<file path="src/rtl/core/ptpe_pkg.sv">
// ----------------------------------------------------------------------------
// ptpe_pkg - shared types and helpers for the path turn-point extractor
// Item structs, step and angle types, and the eight-direction angle lookup.
// ----------------------------------------------------------------------------
package ptpe_pkg;

	localparam int COORD_W = 12;
	localparam int STEP_W  = COORD_W + 1;
	localparam int TURN_W  = 9;
	localparam int COUNT_W = 16;
	localparam int SEEN_W  = 2;

	localparam logic [COUNT_W-1:0] COUNT_MAX  = '1;
	localparam logic [SEEN_W-1:0]  SEEN_NONE  = 2'd0;
	localparam logic [SEEN_W-1:0]  SEEN_ONE   = 2'd1;
	localparam logic [SEEN_W-1:0]  SEEN_TWO   = 2'd2;

	localparam logic [TURN_W-1:0] ANG_NONE = 9'd0;
	localparam logic [TURN_W-1:0] ANG_NE   = 9'd45;
	localparam logic [TURN_W-1:0] ANG_E    = 9'd90;
	localparam logic [TURN_W-1:0] ANG_SE   = 9'd135;
	localparam logic [TURN_W-1:0] ANG_S    = 9'd180;
	localparam logic [TURN_W-1:0] ANG_SW   = 9'd225;
	localparam logic [TURN_W-1:0] ANG_W    = 9'd270;
	localparam logic [TURN_W-1:0] ANG_NW   = 9'd315;
	localparam logic [TURN_W-1:0] ANG_FULL = 9'd360;

	typedef logic [COORD_W-1:0]       coord_t;
	typedef logic signed [STEP_W-1:0] step_t;
	typedef logic [TURN_W-1:0]        angle_t;
	typedef logic [COUNT_W-1:0]       count_t;

	typedef struct packed {
		logic   start_of_path;
		coord_t point_x;
		coord_t point_y;
	} in_item_t;

	typedef struct packed {
		coord_t way_x;
		coord_t way_y;
		angle_t turn_degrees;
		count_t waypoint_number;
	} out_item_t;

	// Step comparison result handed from the turn unit to the top level
	typedef struct packed {
		logic   differ;
		angle_t turn;
	} turn_info_t;

	// Signed difference of two grid coordinates
	function automatic step_t step_of(input coord_t to_c, input coord_t from_c);
		step_of = step_t'({1'b0, to_c}) - step_t'({1'b0, from_c});
	endfunction

	// Angle of a unit step; any other step maps to zero
	function automatic angle_t angle_of(input step_t dx, input step_t dy);
		angle_t a;
		a = ANG_NONE;
		if (dx == 13'sd1) begin
			if (dy == 13'sd1)       a = ANG_NW;
			else if (dy == 13'sd0)  a = ANG_W;
			else if (dy == -13'sd1) a = ANG_SW;
		end else if (dx == 13'sd0) begin
			if (dy == 13'sd1)       a = ANG_FULL;
			else if (dy == -13'sd1) a = ANG_S;
		end else if (dx == -13'sd1) begin
			if (dy == 13'sd1)       a = ANG_NE;
			else if (dy == 13'sd0)  a = ANG_E;
			else if (dy == -13'sd1) a = ANG_SE;
		end
		angle_of = a;
	endfunction

endpackage

</file>
<file path="src/rtl/core/ptpe_turn.sv">
// ----------------------------------------------------------------------------
// ptpe_turn - step comparison and turn angle
// Compares the incoming step with the stored one and forms the wrapped turn.
// ----------------------------------------------------------------------------
module ptpe_turn (
	input  ptpe_pkg::coord_t     older_x,
	input  ptpe_pkg::coord_t     older_y,
	input  ptpe_pkg::coord_t     newer_x,
	input  ptpe_pkg::coord_t     newer_y,
	input  ptpe_pkg::coord_t     point_x,
	input  ptpe_pkg::coord_t     point_y,
	output ptpe_pkg::turn_info_t info
);
	import ptpe_pkg::*;

	step_t               ndx, ndy, odx, ody;
	angle_t              ang_old, ang_new;
	logic signed [TURN_W:0] diff;

	// Form both steps and their angles
	assign ndx     = step_of(point_x, newer_x);
	assign ndy     = step_of(point_y, newer_y);
	assign odx     = step_of(newer_x, older_x);
	assign ody     = step_of(newer_y, older_y);
	assign ang_old = angle_of(odx, ody);
	assign ang_new = angle_of(ndx, ndy);

	// Subtract the new angle and wrap into 0..360
	assign diff = $signed({1'b0, ang_old}) - $signed({1'b0, ang_new});

	always_comb begin
		info.differ = (ndx != odx) || (ndy != ody);
		if (diff < 0) begin
			info.turn = angle_t'(diff + $signed({1'b0, ANG_FULL}));
		end else begin
			info.turn = angle_t'(diff);
		end
	end

endmodule

</file>
<file path="src/rtl/core/path_turn_point_extractor.sv">
// ----------------------------------------------------------------------------
// path_turn_point_extractor - waypoint extraction from grid paths
// Emits path start points and points where the step changes.
// ----------------------------------------------------------------------------
// One path point is taken per cycle while in_ready is high. Each point is
// checked against the two stored points in a single combinational pass and
// its waypoint, if any, lands in the output register at the next edge. The
// output register lets a new point in while the waypoint is being taken;
// in_ready drops only while a waypoint waits and out_ready is low. A point
// with start_of_path set, or the first point after reset, opens a path and is
// emitted with turn 0 and number 0.
// ----------------------------------------------------------------------------
module path_turn_point_extractor (
	input  logic                clk,
	input  logic                arst_n,
	input  logic                in_valid,
	output logic                in_ready,
	input  ptpe_pkg::in_item_t  in_item,
	output logic                out_valid,
	input  logic                out_ready,
	output ptpe_pkg::out_item_t out_item
);
	import ptpe_pkg::*;

	coord_t              older_x_q, older_y_q, newer_x_q, newer_y_q;
	logic [SEEN_W-1:0]   seen_q;
	count_t              count_q;
	logic                out_valid_q;
	out_item_t           out_item_q;

	turn_info_t          info;
	logic                accept;
	logic                open_path;
	logic                emit;

	ptpe_turn u_turn (
		.older_x (older_x_q),
		.older_y (older_y_q),
		.newer_x (newer_x_q),
		.newer_y (newer_y_q),
		.point_x (in_item.point_x),
		.point_y (in_item.point_y),
		.info    (info)
	);

	// Handshake and emit decision
	assign in_ready  = !out_valid_q || out_ready;
	assign accept    = in_valid && in_ready;
	assign open_path = in_item.start_of_path || (seen_q == SEEN_NONE);
	assign emit      = open_path || ((seen_q == SEEN_TWO) && info.differ);

	// Advance point history and waypoint count
	always_ff @(posedge clk or negedge arst_n) begin
		if (!arst_n) begin
			older_x_q <= '0;
			older_y_q <= '0;
			newer_x_q <= '0;
			newer_y_q <= '0;
			seen_q    <= SEEN_NONE;
			count_q   <= '0;
		end else if (accept) begin
			newer_x_q <= in_item.point_x;
			newer_y_q <= in_item.point_y;
			if (open_path) begin
				older_x_q <= '0;
				older_y_q <= '0;
				seen_q    <= SEEN_ONE;
				count_q   <= count_t'(1);
			end else begin
				older_x_q <= newer_x_q;
				older_y_q <= newer_y_q;
				seen_q    <= SEEN_TWO;
				if (emit && (count_q != COUNT_MAX)) begin
					count_q <= count_q + count_t'(1);
				end
			end
		end
	end

	// Hold result until taken
	always_ff @(posedge clk or negedge arst_n) begin
		if (!arst_n) begin
			out_valid_q <= 1'b0;
		end else if (accept && emit) begin
			out_valid_q <= 1'b1;
		end else if (out_ready) begin
			out_valid_q <= 1'b0;
		end
	end

	// Load result payload
	always_ff @(posedge clk) begin
		if (accept && emit) begin
			out_item_q.way_x <= in_item.point_x;
			out_item_q.way_y <= in_item.point_y;
			if (open_path) begin
				out_item_q.turn_degrees    <= ANG_NONE;
				out_item_q.waypoint_number <= '0;
			end else begin
				out_item_q.turn_degrees    <= info.turn;
				out_item_q.waypoint_number <= count_q;
			end
		end
	end

	assign out_valid = out_valid_q;
	assign out_item  = out_item_q;

endmodule
</file>
<file path="config.mk">
export PLATFORM = sky130hd
export DESIGN_NAME = path_turn_point_extractor
export DESIGN_NICKNAME = d
export VERILOG_FILES = /design/src/rtl/core/ptpe_pkg.sv /design/src/rtl/core/ptpe_turn.sv /design/src/rtl/core/path_turn_point_extractor.sv
export SDC_FILE = /design/constraint.sdc
export NUM_CORES = 1
export LEC_CHECK = 0
export ABC_CLOCK_PERIOD_IN_PS = 6100
export BUFFER_PORTS_ARGS = -buffer_cell sky130_fd_sc_hd__buf_2
export CAP_MARGIN = 0
export CORE_MARGIN = 3
export CORE_UTILIZATION = 61
export DETAILED_ROUTE_END_ITERATION = 8
export GPL_ROUTABILITY_DRIVEN = 1
export GPL_TIMING_DRIVEN = 0
export PLACE_DENSITY = 0.82
export SYNTH_ARGS = -nofsm -noshare
export SYNTH_HDL_FRONTEND = slang
export SYNTH_SLANG_ARGS = --single-unit
</file>
<file path="constraint.sdc">
create_clock -name clk -period 6.1 [get_ports clk]
set_input_delay 0.61 -clock clk [delete_from_list [all_inputs] [get_ports clk]]
set_output_delay 0.61 -clock clk [all_outputs]
set_load 0.03 [all_outputs]
</file>
[Yosys cells after proc, flatten, opt, wreduce, memory -nomap -nowiden]
Index checks and enable logic that the tools add are counted.
Word-level totals
  flip-flop bits (word level): 116
  output and inout bits: 51
  logic and storage cells: 78
Operators by class
  $add $sub $neg: 7
  magnitude comparators: 1
  equality and inequality tests: 12
  muxes and demuxes: 30
  reductions and logical operators: 17
Operators by type and width (count)
  $mux W9: 17
  $eq A13 B1 Y1 const B: 4
  $eq A13 B2 Y1 const B: 4
  $logic_not A13 Y1: 4
  $sub A12 B12 Y13: 4
  $mux W8: 6
  $mux W16: 2
  $ne A13 B13 Y1: 2
  $mux W12: 2
  $add A16 B1 Y16 const B: 1
  $ne A16 B16 Y1 const B: 1
  $lt A10 B1 Y1 const B: 1
  $sub A9 B9 Y10: 1
  $add A9 B9 Y9 const B: 1
  $logic_and A1 B1 Y1: 4
  $logic_or A1 B1 Y1: 4
  $reduce_bool A2 Y1: 2
  $eq A2 B2 Y1 const B: 1
  $logic_not A2 Y1: 1
  $mux W1: 2
  $mux W2: 1
  $reduce_and A2 Y1: 1
  $logic_not A1 Y1: 1

[Depth between registers and ports, before layout]
Gate-level depths: netlist of the first run.
  word-level depth: 11
  depth in mapped cells: 24
  depth with buffers taken out: 24

[Hierarchy]
From an unflattened synthesis of the first run, not the netlist that was laid out.
Unflattened totals
  cell total of the unflattened synthesis: 903
  area, all modules: 8304.2 um^2
Modules (own cells, without submodules)
  path_turn_point_extractor: instances 1, cells an instance 351, area each 4489.3 um^2, seq. area each 3148.0 um^2
  ptpe_turn: instances 1, cells an instance 552, area each 3814.9 um^2, seq. area each 0.0 um^2

[Least setup slack after synthesis of the first run]
OpenSTA, ideal clock, no wires.
  kind: input to register
  start point: input port in_item[12] in the netlist's numbering
  end point: register out_item_q (netlist bit out_item[22]) (data pin)
  library setup time: 0.266 ns
  data arrival time: 5.058 ns
  required time: 5.834 ns
  path slack: 0.776 ns
  stages: 24
  path through: inv_1 ha_1 fa_1 nand2b_1 a211oi_1 nor2_1 xnor2_1 nand4_1 nor4_1 nand4_1 or2_2 a21o_1 o21a_1 ha_1 nor2b_1 o21ai_0 nand2b_1 a21o_1 a21o_1 a31oi_1 o21ai_1 a211oi_1 xnor2_1 nor2_1
On the way
  cells in the longest elaborated chain, start to end: 8
  elaborated cells on any way between the ends: 11
Ends and longest elaborated chain
  from (decl): line path_turn_point_extractor.sv:18  | input ptpe_pkg::in_item_t in_item,
  $sub A12 B12 Y13 (*): line ptpe_pkg.sv:54  | step_of = step_t'({1'b0, to_c}) - step_t'({1'b0, from_c});
  $eq A13 B1 Y1: line ptpe_pkg.sv:68  | end else if (dx == -13'sd1) begin
  $mux W9: line ptpe_pkg.sv:68
  $mux W9: line ptpe_pkg.sv:65  | end else if (dx == 13'sd0) begin
  $mux W9 (*): line ptpe_pkg.sv:61  | if (dx == 13'sd1) begin
  $sub A9 B9 Y10 (*): line ptpe_turn.sv:29  | assign diff = $signed({1'b0, ang_old}) - $signed({1'b0, ang_new});
  $add A9 B9 Y9 / $lt A10 B1 Y1 (equally long branches): line ptpe_turn.sv:34, ptpe_turn.sv:33
  $mux W9 (*): line ptpe_turn.sv:33  | if (diff < 0) begin
  to (decl): line path_turn_point_extractor.sv:29  | out_item_t out_item_q;
Mark *: on every way between the ends. The rest lies on a longest branch, timed or not.
A chain may end at the register's enable or synchronous reset.

[Worst setup path after layout of the first run]
Same ends and word-level chain as after synthesis.

==> impl_metrics.env, run 1 <==
export IMPL_drive_gt1_share_pct=12.9
export IMPL_synth_edf_count=49
export IMPL_routed_via_density=6.12
export IMPL_vias=7609
export IMPL_fin_area_um2=9770
export IMPL_slew_viol_final=0
export IMPL_async_flop_share_pct=57.8
export IMPL_ys_flop_type="dfrtp_1"
export IMPL_reg2reg_slack_ns=0.39
export IMPL_synthTopCellsByCount="nand2_1 (112), o21ai_0 (72), inv_1 (71), dfrtp_1 (67), nor2_1 (67)"
export IMPL_synthesis_area_um2=8480
export IMPL_drtIter0Drc=674
export IMPL_worstPathRequired_ns=6.25
export IMPL_port_buffers=79
export IMPL_cts_htree_levels=4
export IMPL_die_area_um2=15400
export IMPL_status="complete, no violations"
export IMPL_ctsResizeCount=0
export IMPL_hpwl_um=15300
export IMPL_wl_um=21300
export IMPL_r2r_worst_path_cells=23
export IMPL_setup_ws_ns=0.355
export IMPL_wl_per_cell_um=17.1
export IMPL_vdd_drop_max_v=0.000226
export IMPL_grt_usage_pct=28.8
export IMPL_grt_antenna_before_repair=0
export IMPL_postCtsSetupRepairBufs=0
export IMPL_grt_pass1_vias=7317
export IMPL_cp_start_kind="input pin"
export IMPL_clk_pin_slew_ns=0.06
export IMPL_netlist_instances=957
export IMPL_cts_made_buffers=17
export IMPL_finalHoldViolCount=0
export IMPL_syn_area_per_cell_um2=8.87
export IMPL_yosys_area_top_type="dfrtp_1"
export IMPL_postCtsHoldBufs=0
export IMPL_grt_overflow_total=0
export IMPL_powerDensity_nw_per_um2=347
export IMPL_nFillCells=1046
export IMPL_grt_pass1_wl_um=34700
export IMPL_cts_path_max_buffers=2
export IMPL_synth_top_area_share_pct=19.8
export IMPL_rows=42
export IMPL_leakagePower_nw=4.20
export IMPL_timing_rr_start="newer_x_q[0]"
export IMPL_setup_viol=0
export IMPL_yosysMostFrequentCell="nand2_1"
export IMPL_cts_sinks=116
export IMPL_gp_congestion=0.934
export IMPL_rsz0062_at_grt="false"
export IMPL_multi_input_area_um2=4980
export IMPL_drt_pre_antenna_iters=5
export IMPL_hold_path_class="input pin to async pin"
export IMPL_cp_max_fo=8
export IMPL_placed_area_um2=9100
export IMPL_final_cells=1244
export IMPL_synth_seq_area_share_pct=37.1
export IMPL_cts_root_buf="clkbuf_16"
export IMPL_ant_nets=0
export IMPL_cap_violations=0
export IMPL_total_power_mw=3.39
export IMPL_clkLatencyLatePin_ns=0.43
export IMPL_yosysWarnings=0
export IMPL_fin_nets=1148
export IMPL_n_antenna_cell=0
export IMPL_syn_to_final_growth_pct=15.1
export IMPL_finalCritPeriodShare_pct=94.2
export IMPL_cts_tree="built"
export IMPL_drc=0
export IMPL_core_area_um2=13400
export IMPL_endpoint_kind="flop"
export IMPL_syn_num_nets=1050
export IMPL_place_ws_ns=-0.0412
export IMPL_period_minus_slack_ns=5.74
export IMPL_max_freq_ghz=0.174
export IMPL_criticalPathCategory="input pin to flop"
export IMPL_ioPinCount=80
export IMPL_ys_types=78
export IMPL_worstMarginPinSlew_ns=0.925
export IMPL_relSlewSlack_pct=38.1
export IMPL_dp_cells=1212
export IMPL_seq_area_um2=3150
export IMPL_cp_arrival_ns=5.89
export IMPL_ys_ff_latch=116
export IMPL_fp_dieH_um=124
export IMPL_start_util_pct=63.3
export IMPL_skew_ns=0.0111
export IMPL_synth_area_top_cells="dfrtp_1 (20%), edfxtp_1 (17%), ha_1 (8.7%)"
export IMPL_r2r_end="out_item[22]"
export IMPL_grt_max_degree=68
export IMPL_die_w_um=124
## registers in the layout, summed over array words and instances (netlist names)
name,cells
out_item,49
seen_q,2
newer_x_q,12
older_y_q,12
out_valid,1
older_x_q,12
newer_y_q,12
count_q,16
## cell usage in the layout, fill, tap and decap left out, drive strengths merged, types with 5 or more instances in the layout
master,netlist,routed
clkbuf,18,36
xor2,31,31
nor2b,21,21
o2111ai,7,7
a211oi,13,13
a21boi,6,6
inv,71,76
mux2i,5,5
fa,5,5
a22o,12,12
o21a,10,10
o21bai,5,5
a21oi,47,47
nor3,26,26
nand4,14,14
or4,6,6
xnor2,24,24
buf,7,86
clkinv,2,6
nand2,112,112
nand2b,16,16
nor2,67,67
or2,11,11
nor4,10,10
o211ai,18,18
edfxtp,49,49
nand3,22,22
ha,59,59
and2,23,23
a21o,19,19
o21ai,79,79
a31oi,7,7
dfrtp,67,67
## worst max-delay path by stage
stage	from	to	slack, ns	cells past startpoint
after floorplan	in_item[12]	out_item[22]	0.78	24
after global placement	in_item[12]	out_item[22]	0.002	25
after detailed placement	in_item[12]	out_item[22]	-0.04	25
after CTS	older_x_q[0]	out_item[22]	0.02	23
after global routing	in_item[12]	out_item[22]	0.09	25
final	in_item[12]	out_item[22]	0.36	25
## cell families after synthesis
kind of cell / after synthesis / share of synthesized area [%]
buf+inv: 98 / 4.56
compound gates: 261 / 20.6
fa+ha+maj: 64 / 9.88
mux: 5 / 0.590
flops: 116 / 37.1
simple gates: 357 / 21.3
xor+xnor: 56 / 5.94
## layout make-up
| cell class | instances | area share [%] |
|---|---|---|
| tap | 176 | 2.25 |
| buffer | 25 | 1.15 |
| multi-input combinational | 743 | 51.0 |
| clock inverter | 14 | 2.02 |
| clock buffer | 18 | 4.50 |
| timing repair buffer | 79 | 4.07 |
| inverter | 73 | 2.81 |
| sequential | 116 | 32.2 |
## where the power goes
part	switching (mW)	internal (mW)
sequential	0.0461	0.900
clock	0.388	0.699
combinational	0.854	0.506
## per-layer routing
| layer | global-route usage [%] | part of all wire (%) |
|---|---|---|
| met5 | 0 | 0 |
| met4 | 9.38 | 2.3 |
| met3 | 6.31 | 5.5 |
| met2 | 48.9 | 49 |
| met1 | 36.8 | 44 |
## per-stage QoR
stage	TNS (ns)	util (%)	hold WS, ns
2_1_floorplan	0	-	0.314
3_3_place_gp	0	67.9	0.483
3_5_place_dp	-0.0412	67.9	0.492
4_1_cts	0	72.7	0.340
5_1_grt	0	72.9	0.351
6_report	0	72.9	0.294
## worst max-delay path, stage by stage
cell	delay, ns
buf_2	0.18
inv_1	0.06
ha_1	0.23
fa_1	0.41
nand2b_1	0.20
a211oi_2	0.27
nor2_1	0.08
xnor2_1	0.26
nand4_1	0.12
nor4_1	0.37
nand4_1	0.34
or2_2	0.41
a21o_1	0.20
o21a_1	0.11
ha_1	0.26
nor2b_1	0.12
o21ai_0	0.16
nand2b_1	0.11
a21o_1	0.18
a21o_1	0.19
a31oi_1	0.25
o21ai_1	0.24
a211oi_1	0.33
xnor2_1	0.15
nor2_1	0.05
Note: power is estimated with default switching activity, not from simulation.
==> run 2, diff against run 1 <==
--- a/config.mk
+++ b/config.mk
@@ -5,15 +5,15 @@
 export SDC_FILE = /design/constraint.sdc
 export NUM_CORES = 1
 export LEC_CHECK = 0
-export ABC_CLOCK_PERIOD_IN_PS = 6100
+export ABC_CLOCK_PERIOD_IN_PS = 6900
 export BUFFER_PORTS_ARGS = -buffer_cell sky130_fd_sc_hd__buf_2
 export CAP_MARGIN = 0
 export CORE_MARGIN = 3
-export CORE_UTILIZATION = 61
+export CORE_UTILIZATION = 64
 export DETAILED_ROUTE_END_ITERATION = 8
 export GPL_ROUTABILITY_DRIVEN = 1
 export GPL_TIMING_DRIVEN = 0
-export PLACE_DENSITY = 0.82
+export PLACE_DENSITY = 0.85
 export SYNTH_ARGS = -nofsm -noshare
 export SYNTH_HDL_FRONTEND = slang
 export SYNTH_SLANG_ARGS = --single-unit
==> constraint.sdc (replaced) <==
create_clock -name clk -period 6.9 [get_ports clk]
set_input_delay 0.69 -clock clk [delete_from_list [all_inputs] [get_ports clk]]
set_output_delay 0.69 -clock clk [all_outputs]
set_load 0.03 [all_outputs]
==> run 2 against run 1 <==
Net effect:
- sequential cell count unchanged
- sequential share of layout area rose by 0.30 points
- clock power fell by 21%
- combinational power shrank 13%
- first-iteration DRC count up 3.9%
- register-to-register slack improved by 0.33 ns
- critical path type is now flop to flop
- largest cell class unchanged
==> impl_metrics.env, run 2 (synthesis results as in run 1) <==
export IMPL_criticalPathCategory="flop to flop"
export IMPL_clkPwrFrac_pct=29.8
export IMPL_hold_path_class="input pin to async pin"
export IMPL_grtUsageMet3_pct=6.15
export IMPL_cts_root_buf="clkbuf_16"
export IMPL_status="complete, no violations"
export IMPL_cts_sinks=116
export IMPL_clkLatencyLatePin_ns=0.43
export IMPL_gr_usage_met1_pct=39.6
export IMPL_multi_input_area_um2=4960
export IMPL_final_cell_mix="nand2_1 (112), buf_2 (81), o21ai_0 (72)"
export IMPL_leakagePower_nw=4.15
export IMPL_finalCritPeriodShare_pct=89.6
export IMPL_cp_max_fo=9
export IMPL_cts_tree="built"
export IMPL_syn_to_final_growth_pct=14.1
export IMPL_die_w_um=121
export IMPL_wl_um=21100
export IMPL_setup_viol=0
export IMPL_drive_gt1_share_pct=12.7
export IMPL_n_antenna_cell=0
export IMPL_slew_viol_final=0
export IMPL_cap_violations=0
export IMPL_rows=41
export IMPL_ctsResizeCount=0
export IMPL_vdd_drop_max_v=0.000170
export IMPL_drtIter0Drc=700
export IMPL_port_buffers=79
export IMPL_cts_path_max_buffers=2
export IMPL_gp_congestion=0.895
export IMPL_grt_pass1_wl_um=35000
export IMPL_postCtsHoldBufs=0
export IMPL_finalSetupTns_ns=0
export IMPL_endpoint_kind="flop"
export IMPL_cp_arrival_ns=6.34
export IMPL_hpwl_um=15000
export IMPL_setup_ws_ns=0.716
export IMPL_place_ws_ns=0.774
export IMPL_seq_area_um2=3150
export IMPL_ant_nets=0
export IMPL_seq_power_share_pct=28.9
export IMPL_switching_share_pct=39.7
export IMPL_total_power_mw=2.89
export IMPL_drt_pre_antenna_iters=5
export IMPL_worstPathRequired_ns=7.05
export IMPL_powerDensity_nw_per_um2=299
export IMPL_wl_per_cell_um=17.0
export IMPL_finalHoldViolCount=0
export IMPL_period_minus_slack_ns=6.18
export IMPL_grt_max_degree=68
export IMPL_ioPinCount=80
export IMPL_fin_nets=1148
export IMPL_use_met2_pct=47.5
export IMPL_cts_made_buffers=17
export IMPL_grt_usage_pct=29.9
export IMPL_reg2reg_slack_ns=0.72
export IMPL_drc=0
export IMPL_final_common_cell="nand2_1"
export IMPL_vias=7608
export IMPL_p_switching_mw=1.15
export IMPL_relSlewSlack_pct=13.9
export IMPL_clk_pin_slew_ns=0.06
export IMPL_skew_ns=0.0103
export IMPL_nFillCells=912
export IMPL_start_util_pct=66.4
export IMPL_rsz0062_at_grt="false"
export IMPL_worstMarginPinSlew_ns=1.27
export IMPL_grt_antenna_before_repair=0
export IMPL_die_area_um2=14700
export IMPL_internal_power_mw=1.74
export IMPL_combinationalPowerShare_pct=41.3
export IMPL_routed_via_density=6.14
export IMPL_grt_overflow_total=0
export IMPL_gr_max_usage_layer="met2"
export IMPL_max_freq_ghz=0.162
export IMPL_cp_start_kind="flop"
export IMPL_core_area_um2=12800
export IMPL_grt_pass1_vias=7131
export IMPL_postCtsSetupRepairBufs=0
export IMPL_cts_htree_levels=4
export IMPL_fp_dieH_um=121
export IMPL_largest_register_ffs=49
==> run 2: power groups by stage <==
stage | Sequential [mW] | Combinational, mW | Clock, mW
2_1_floorplan | 0.882 | 0.856 | 0
3_3_place_gp | 0.845 | 1.14 | 0
3_5_place_dp | 0.848 | 1.16 | 0
4_1_cts | 0.837 | 1.17 | 0.868
5_1_grt | 0.845 | 1.31 | 0.912
6_report | 0.837 | 1.19 | 0.861
==> run 2: worst max-delay path, cell delays in order, from the launching register on <==
cell and delay (ns):
dfrtp_1 0.42, ha_1 0.26, fa_1 0.40, nand2b_1 0.19, a21o_1 0.19, nand3b_1 0.10, xor2_1 0.33, and4_1 0.26
nand4_1 0.10, nor4b_1 1.05, nand2_1 0.22, a21oi_1 0.26, a21o_1 0.14, ha_1 0.23, nor2b_1 0.12, o21ai_0 0.14
nand2b_1 0.11, a21o_1 0.19, a21o_1 0.20, a31oi_1 0.24, o21ai_1 0.24, a211oi_1 0.32, xnor2_1 0.15, nor2_1 0.05
==> run 2: area by class of cell <==
type	count	share of cell area, %
multi-input combinational	743	51.2
buffer	25	1.16
tap	172	2.22
inverter	73	2.83
timing repair buffer	79	4.11
sequential	116	32.5
clock inverter	15	1.53
clock buffer	17	4.40
==> run 2: worst paths after layout <==
kind | cells past startpoint | endpoint | start
worst max-delay path | 23 | out_item[22] | older_x_q[0]
min in group clk | 1 | out_item[33] | in_item[8]
worst min-delay path | 1 | count_q[9] | arst_n
max in group asynchronous | 1 | newer_y_q[10] | arst_n
worst min register to register | 1 | out_valid | out_valid
worst max register to register | 23 | out_item[22] | older_x_q[0]
==> run 2: through the flow <==
| stage | instances | hold slack [ns] | cell area, um2 | utilization, % |
|---|---|---|---|---|
| floorplan | 957 | 0.394 | 8480 | - |
| detailed placement | 1208 | 0.488 | 9100 | 71.2 |
| global route | 1240 | 0.454 | 9680 | 75.8 |
| finish | 1240 | 0.392 | 9680 | 75.8 |
| global placement | 1208 | 0.479 | 9090 | 71.2 |
| CTS | 1240 | 0.421 | 9670 | 75.7 |
==> run 2: per-layer routing <==
metal	up-vias	wire, um
met1	3616	9240
met2	269	9810
li1	3664	-
met5	-	0
met3	59	1240
met4	0	809
==> run 3, diff against run 2 <==
--- a/config.mk
+++ b/config.mk
@@ -13,6 +13,7 @@
 export DETAILED_ROUTE_END_ITERATION = 8
 export GPL_ROUTABILITY_DRIVEN = 1
 export GPL_TIMING_DRIVEN = 0
+export MAX_ROUTING_LAYER = met4
 export PLACE_DENSITY = 0.85
 export SYNTH_ARGS = -nofsm -noshare
 export SYNTH_HDL_FRONTEND = slang
==> run 3 against run 2 <==
Net effect:
- sequential cell count unchanged
- count of clock-buffer cells in the layout up 1
- non-clock buffer count unchanged
- critical path type is now input pin to flop
- register-to-register slack better by 0.36 ns
- total power up 0.21%
- critical path depth up 2
- combinational power about the same
==> impl_metrics.env, run 3 (synthesis results as in run 1) <==
export IMPL_cap_violations=0
export IMPL_endpoint_kind="flop"
export IMPL_finalHoldViolCount=0
export IMPL_grt_usage_pct=30.5
export IMPL_reg2reg_slack_ns=1.08
export IMPL_rows=41
export IMPL_cts_path_max_buffers=2
export IMPL_gp_congestion=0.923
export IMPL_grt_max_degree=68
export IMPL_final_cell_mix="nand2_1 (112), buf_2 (81), o21ai_0 (72)"
export IMPL_powerDensity_nw_per_um2=299
export IMPL_drt_pre_antenna_iters=6
export IMPL_hold_path_class="input pin to async pin"
export IMPL_combinationalPowerShare_pct=41.5
export IMPL_skew_ns=0.0101
export IMPL_worstPathRequired_ns=7.06
export IMPL_status="complete, no violations"
export IMPL_slew_viol_final=0
export IMPL_vias=7739
export IMPL_grt_pass1_vias=7245
export IMPL_grt_overflow_total=0
export IMPL_final_cells=1240
export IMPL_wl_um=21500
export IMPL_crit_buf_inv=2
export IMPL_cts_root_buf="clkbuf_16"
export IMPL_critPathMaxStageDelay_ns=0.44
export IMPL_syn_to_final_growth_pct=14.1
export IMPL_postCtsSetupRepairBufs=0
export IMPL_seq_power_share_pct=28.9
export IMPL_drc=0
export IMPL_clk_pin_slew_ns=0.06
export IMPL_timing_rr_start="newer_x_q[0]"
export IMPL_period_minus_slack_ns=5.90
export IMPL_hpwl_um=15200
export IMPL_crit_path_frequent_cell="a21o_1"
export IMPL_internal_power_mw=1.75
export IMPL_fin_nets=1148
export IMPL_rsz0062_at_grt="false"
export IMPL_criticalPathCategory="input pin to flop"
export IMPL_setup_viol=0
export IMPL_grt_pass1_wl_um=34600
export IMPL_r2r_end="out_item[22]"
export IMPL_clkLatencyLatePin_ns=0.43
export IMPL_vdd_drop_max_v=0.000144
export IMPL_cp_slowest_cell="or2_2"
export IMPL_clkPwrFrac_pct=29.6
export IMPL_drtIter0Drc=702
export IMPL_p_switching_mw=1.15
export IMPL_ctsResizeCount=0
export IMPL_cp_start_kind="input pin"
export IMPL_die_w_um=121
export IMPL_ioPinCount=80
export IMPL_max_freq_ghz=0.169
export IMPL_grt_antenna_before_repair=0
export IMPL_nFillCells=899
export IMPL_r2r_worst_path_cells=23
export IMPL_core_area_um2=12800
export IMPL_worstMarginPinSlew_ns=0.929
export IMPL_cp_arrival_ns=6.06
export IMPL_dp_cells=1208
export IMPL_finalSetupTns_ns=0
export IMPL_cp_max_fo=8
export IMPL_cts_htree_levels=4
export IMPL_port_buffers=79
export IMPL_wl_per_cell_um=17.4
export IMPL_cts_tree="built"
export IMPL_switching_share_pct=39.7
export IMPL_finalCritPeriodShare_pct=85.6
export IMPL_relSlewSlack_pct=37.3
export IMPL_n_antenna_cell=0
export IMPL_critPathTopFamily="compound AO/OA/AOI/OAI gates"
export IMPL_start_util_pct=66.4
export IMPL_cts_made_buffers=17
export IMPL_ant_nets=0
export IMPL_fp_dieH_um=121
export IMPL_routed_via_density=6.24
export IMPL_final_common_cell="nand2_1"
export IMPL_die_area_um2=14700
export IMPL_leakagePower_nw=4.15
export IMPL_drive_gt1_share_pct=12.9
export IMPL_largest_register_ffs=49
export IMPL_postCtsHoldBufs=0
export IMPL_cts_sinks=116
## run 3: worst max-delay path by stage
stage | from | end | slack (ns) | cells after the start
after floorplan | in_item[12] | out_item[22] | 1.50 | 24
after global placement | in_item[12] | out_item[22] | 0.77 | 25
after detailed placement | in_item[12] | out_item[22] | 0.69 | 25
after CTS | older_x_q[0] | out_item[22] | 0.77 | 23
after global routing | in_item[12] | out_item[22] | 0.67 | 25
final | in_item[12] | out_item[22] | 1.0 | 25
## run 3: power groups by stage
| stage | combinational [mW] | sequential [mW] | clock [mW] |
|---|---|---|---|
| after floorplan | 0.856 | 0.882 | 0 |
| after global routing | 1.31 | 0.846 | 0.894 |
| after CTS | 1.18 | 0.837 | 0.856 |
| final | 1.20 | 0.837 | 0.859 |
| after detailed placement | 1.16 | 0.849 | 0 |
| after global placement | 1.14 | 0.845 | 0 |
## run 3: per-layer routing
layer / share of wire (%) / global-route usage (%) / vias up
met1: 43 / 38.2 / 3687
met3: 6.8 / 4.99 / 64
met4: 2.8 / 11.4 / 0
li1: - / - / 3669
met2: 48 / 50.1 / 319
met5: 0 / - / -
## run 3: layout make-up
class | instances | area (um2) | share of cell area [%]
flip-flops and latches | 116 | 3150 | 32.5
clock inverters | 14 | 130 | 1.34
plain buffers | 25 | 113 | 1.16
well taps | 172 | 215 | 2.22
inverters | 73 | 274 | 2.83
multi-input cells | 743 | 4960 | 51.3
repair buffers | 79 | 398 | 4.11
clock buffers | 18 | 439 | 4.54
## run 3: per-stage QoR
stage / hold WS (ns) / instance area [um2] / worst slack [ns] / util [%] / total power, mW
after global routing: 0.456 / 9680 / 0.671 / 75.8 / 3.05
final: 0.366 / 9680 / 0.997 / 75.8 / 2.90
after CTS: 0.430 / 9670 / 0.768 / 75.7 / 2.87
after floorplan: 0.394 / 8480 / 1.50 / - / 1.74
after detailed placement: 0.484 / 9100 / 0.692 / 71.2 / 2.01
after global placement: 0.479 / 9090 / 0.767 / 71.2 / 1.98
## run 3: worst register-to-register path: cells and delay by family, from the launching register on
| family | cells | cell delay (ns) |
|---|---|---|
| XOR/XNOR | 2 | 0.40 |
| AND/OR/NAND/NOR | 9 | 1.84 |
| AO/OA/AOI/OAI | 9 | 2.02 |
| adder cells (fa/ha/maj) | 3 | 0.91 |
| flip-flops | 1 | 0.39 |
